<file path="src/rtl/core/oahm_ram.sv">
// Generic single-write, single-read RAM with registered read data.
module oahm_ram #(
  parameter int unsigned WIDTH = 8,
  parameter int unsigned DEPTH = 64
) (
  input  logic                     clk,
  input  logic                     we,
  input  logic [$clog2(DEPTH)-1:0] waddr,
  input  logic [WIDTH-1:0]         wdata,
  input  logic [$clog2(DEPTH)-1:0] raddr,
  output logic [WIDTH-1:0]         rdata
);

  logic [WIDTH-1:0] mem [DEPTH];

  // Write port and read-first registered read port.
  always_ff @(posedge clk) begin
    if (we) begin
      mem[waddr] <= wdata;
    end
    rdata <= mem[raddr];
  end

endmodule

</file>
<file path="config.mk">
export PLATFORM = sky130hd
export DESIGN_NAME = oahm_ram
export DESIGN_NICKNAME = d
export VERILOG_FILES = /design/src/rtl/core/oahm_ram.sv
export SDC_FILE = /design/constraint.sdc
export NUM_CORES = 1
export LEC_CHECK = 0
export BUFFER_PORTS_ARGS = -buffer_cell sky130_fd_sc_hd__buf_2
export CORE_MARGIN = 4
export CORE_UTILIZATION = 40
export DETAILED_ROUTE_END_ITERATION = 10
export PLACE_DENSITY_LB_ADDON = 0.1
export SLEW_MARGIN = 20
export SYNTH_ARGS = -nofsm -noshare
export SYNTH_HDL_FRONTEND = slang
export SYNTH_SLANG_ARGS = --single-unit
export TNS_END_PERCENT = 100
</file>
<file path="constraint.sdc">
create_clock -name clk -period 2.3 [get_ports clk]
set_input_delay 0.115 -clock clk [delete_from_list [all_inputs] [get_ports clk]]
set_output_delay 0.115 -clock clk [all_outputs]
set_load 0.05 [all_outputs]
</file>
==> out/qor.log <==
qor: worst_setup_path.critPathKind register to register
qor: clock_network.tritoncts_clock_tree done
qor: worst_setup_path.crit_path_start_kind register
qor: yosys.synth_sequential_area_ratio 77.03%
qor: worst_setup_path.critical_path_cell_with_the_highest_stage_delay sky130_fd_sc_hd__mux4_2
qor: clock_network.post_cts_setup_buffer_count 0
qor: finish.fin_area 23880 um^2
qor: floorplan.start_util 40.36%
qor: clock_network.cts-root-buf sky130_fd_sc_hd__clkbuf_16
qor: yosys.postSynthNetCount 962
qor: timing.report.final.hold_viol_count 0
qor: route.dr.first_iter.drc_count 1019
qor: worst_hold_path.hold-path-cell-count 1
qor: worst_setup_path.rrSetupSlack 380 ps
qor: finish.fillers 4134
qor: yosys.yosysWarningCount 0
qor: clock_network.cts.clk_slew.worst_paths 60 ps
qor: route.remaining_drcs 0
qor: clock_network.cts_inserted_buffers 56
qor: grt.grt_pass1_wl 71280 um
qor: timing.maxClockFrequency 521.3 MHz
qor: finish.fin_util 47.79%
qor: worst_setup_path.worstPathCellList mux4_2 -> mux4_2 -> nor2_1 -> nor3_1 -> o2bb2ai_1
qor: finish.layout-drive-gt1-share 33.82%
qor: timing.timing.final.max_slew_violations 0
qor: grt.grtUsageTotal 18.37%
qor: floorplan.num_rows 82
qor: grt.final_global_route_overflow_total 0
qor: worst_setup_path.worstRegToRegCells 5
qor: worst_setup_path.critical_path_peak_fanout 1
qor: timing.finClkSkew 18.79 ps
qor: worst_setup_path.max_stage_delay 560 ps
qor: floorplan.die_width 232.5 um
qor: finish.layout.nets 1135
qor: timing.finalSetupViolCount 0
qor: placed_design.io_buffer_count 29
qor: clock_network.postCtsResizedCells 0
qor: route.routed-via-count 9866
qor: power_and_ir_drop.irDropWorstVdd 506.7 uV
qor: timing.hold_slack 33.29 ps
qor: grt.grt_pass1_vias 10210
qor: yosys.synth_top_cell_area_share 76.24%
qor: timing.timing.setup.tns 0 ps
qor: yosys.synth_edf_count 512
qor: yosys.postSynthRegisterBits 520
qor: route.avg_wl_per_cell 26.74 um
qor: power_and_ir_drop.power.leakage 7.735 nW
qor: route.drt_pre_antenna_iters 4
qor: timing.rsz0062_at_grt no
qor: floorplan.io_pins 30
qor: worst_hold_path.timing.hold.worst.class primary input to register
qor: placed_design.finalWeightedCongestion 0.8057
qor: yosys.netlist_area 20170 um^2
qor: route.drt_wl_total 48990 um
qor: floorplan.design.core.area 49970 um^2
qor: yosys.synthArstFlopShare 0%
qor: timing.tightest_slew 754.5 ps
qor: timing.slew_headroom 49.56%
qor: placed_design.placed_area 22010 um^2
qor: placed_design.detailedPlacementHpwl 31470 um
qor: worst_setup_path.worst-endpoint-required 2790 ps
qor: route.remaining_antenna_violation_count_after_routing 0
qor: power_and_ir_drop.finalPower 20.64 mW
qor: worst_hold_path.min_from wdata[3]
qor: worst_setup_path.timing.critical_path.arrival 2410 ps
qor: floorplan.floorplan.die_area 54070 um^2
qor: yosys.synth.avg_cell_area 21.45 um^2
qor: worst_setup_path.worstReg2RegStart mem[15][0]$_DFFE_PP_
qor: flow_run.drv_cap 0
qor: status.status complete, no violations
qor: yosys.netlist.top_cell.by_area sky130_fd_sc_hd__edfxtp_1
qor: finish.area_delta_synth_final 18.40%
qor: worst_setup_path.timing.rr.end rdata[0]$_DFF_P_
qor: yosys.most_instantiated_flip_flop_cell_in_the_synthesis_netlist sky130_fd_sc_hd__edfxtp_1
qor: worst_hold_path.worst_hold_path.endpoint mem[21][3]$_DFFE_PP_
qor: yosys.yosys.cell_types.count 40
qor: yosys.post_synth_inst_count 940
qor: yosys.synthTopCellsByArea sky130_fd_sc_hd__edfxtp_1 (76%), sky130_fd_sc_hd__mux4_2 (14%), sky130_fd_sc_hd__nor2_1 (1.5%), sky130_fd_sc_hd__mux2i_1 (1.1%), sky130_fd_sc_hd__dfxtp_1 (0.79%)
qor: route.number_of_vias_per_cell_after_detailed_routing 5.385
qor: clock_network.cts_hold_buffers 2
qor: clock_network.cts.path.max_buffers 3
qor: worst_setup_path.cp-end-kind register
qor: timing.timing.final.crit_period 1918 ps
qor: grt.grt_max_degree 65
qor: worst_setup_path.crit_path_frequent_cell sky130_fd_sc_hd__mux4_2
qor: power_and_ir_drop.power_per_cell_area 864.4 nW/um^2
qor: floorplan.die_h 232.5 um
qor: clock_network.worstSkewPairLatency 610 ps
qor: timing.final_min_period_over_clock_period 83.41%
qor: clock_network.htree_levels 2
qor: grt.antenna_found_initial 2
qor: clock_network.cts_sinks 520
-- how the worst max path moves through the flow --
| stage | start | end | cells after the start |
|---|---|---|---|
| finish | mem[15][0]$_DFFE_PP_ | rdata[0]$_DFF_P_ | 5 |
| global route | mem[21][6]$_DFFE_PP_ | rdata[6]$_DFF_P_ | 5 |
| CTS | mem[15][0]$_DFFE_PP_ | rdata[0]$_DFF_P_ | 5 |
| detailed placement | raddr[0] | rdata[6]$_DFF_P_ | 7 |
| global placement | raddr[0] | rdata[0]$_DFF_P_ | 7 |
| floorplan | raddr[1] | rdata[3]$_DFF_P_ | 7 |
-- power by group --
part	switching, mW	internal, mW
combinational	0.694	0.442
sequential	0.0378	10.5
clock	3.66	5.31
total	4.39	16.2
-- final cells by class --
type                    count  area, um^2  share of cell area (%)
clock inverters            39       382.9                   1.604
repair buffers            166        1344                   5.628
well taps                 672       840.8                   3.521
diodes                      1       2.502                 0.01048
clock buffers              65        1456                   6.100
flip-flops and latches    520       15530                   65.06
multi-input cells         369        4315                   18.07
-- synthesized netlist by cell type (all sizes together), types with 3 or more instances --
library cell	number
a211oi	4
a21oi	3
a221oi	6
a22oi	3
buf	34
clkbuf	17
dfxtp	8
edfxtp	512
mux2	13
mux2i	23
mux4	126
nand2	19
nand2b	7
nand3	13
nand3b	3
nor2	83
nor2b	14
nor3	7
o2111ai	3
o21ai	4
o221ai	8
o22ai	8
o2bb2ai	3
-- placed cells by master, fill, tap and decap left out, types with 9 or more instances in the layout --
cell,instances
sky130_fd_sc_hd__buf_12,12
sky130_fd_sc_hd__buf_2,26
sky130_fd_sc_hd__buf_4,125
sky130_fd_sc_hd__clkbuf_16,57
sky130_fd_sc_hd__clkinv_1,9
sky130_fd_sc_hd__clkinv_2,16
sky130_fd_sc_hd__edfxtp_1,512
sky130_fd_sc_hd__mux2_2,13
sky130_fd_sc_hd__mux2i_1,23
sky130_fd_sc_hd__mux4_2,126
sky130_fd_sc_hd__nand2_1,19
sky130_fd_sc_hd__nand3_1,13
sky130_fd_sc_hd__nor2_1,83
sky130_fd_sc_hd__nor2b_1,14
-- per-layer routing --
| layer | up-vias | part of all wire [%] | global-route usage (%) |
|---|---|---|---|
| met5 | - | 0.041 | 0 |
| met4 | 2 | 2.7 | 5.566 |
| met3 | 77 | 5.2 | 3.685 |
| met2 | 236 | 48 | 29.15 |
| met1 | 5253 | 45 | 25.94 |
| li1 | 4298 | - | - |
-- worst max-delay path, delay by kind of cell (launching register included) --
kind	cells	cell delay [ps]
and+or+nand+nor	2	240
AOI/OAI and AO/OA	1	150
muxes	2	1050
DFF	1	370
-- state kept, by name, summed over array words and instances (netlist names) --
register and count:
mem 512, rdata 8
-- cells by family (layout without fill, tap and decap cells) --
| group | Yosys count | in the layout | share of synthesized area [%] |
|---|---|---|---|
| muxes | 162 | 162 | 15.94 |
| and+or+nand+nor | 153 | 153 | 3.387 |
| buffers and inverters | 51 | 270 | 1.570 |
| other | 0 | 1 | 0 |
| DFF | 520 | 520 | 77.03 |
| AOI/OAI and AO/OA | 54 | 54 | 2.072 |
-- metrics by stage --
stage | setup slack [ps] | std cells
floorplan | 517.3 | 940
global route | 310.3 | 1831
CTS | 350.4 | 1831
detailed placement | 106.4 | 1725
global placement | 161.3 | 1725
finish | 381.6 | 1832
No activity file was read; power rests on OpenSTA's default activity.
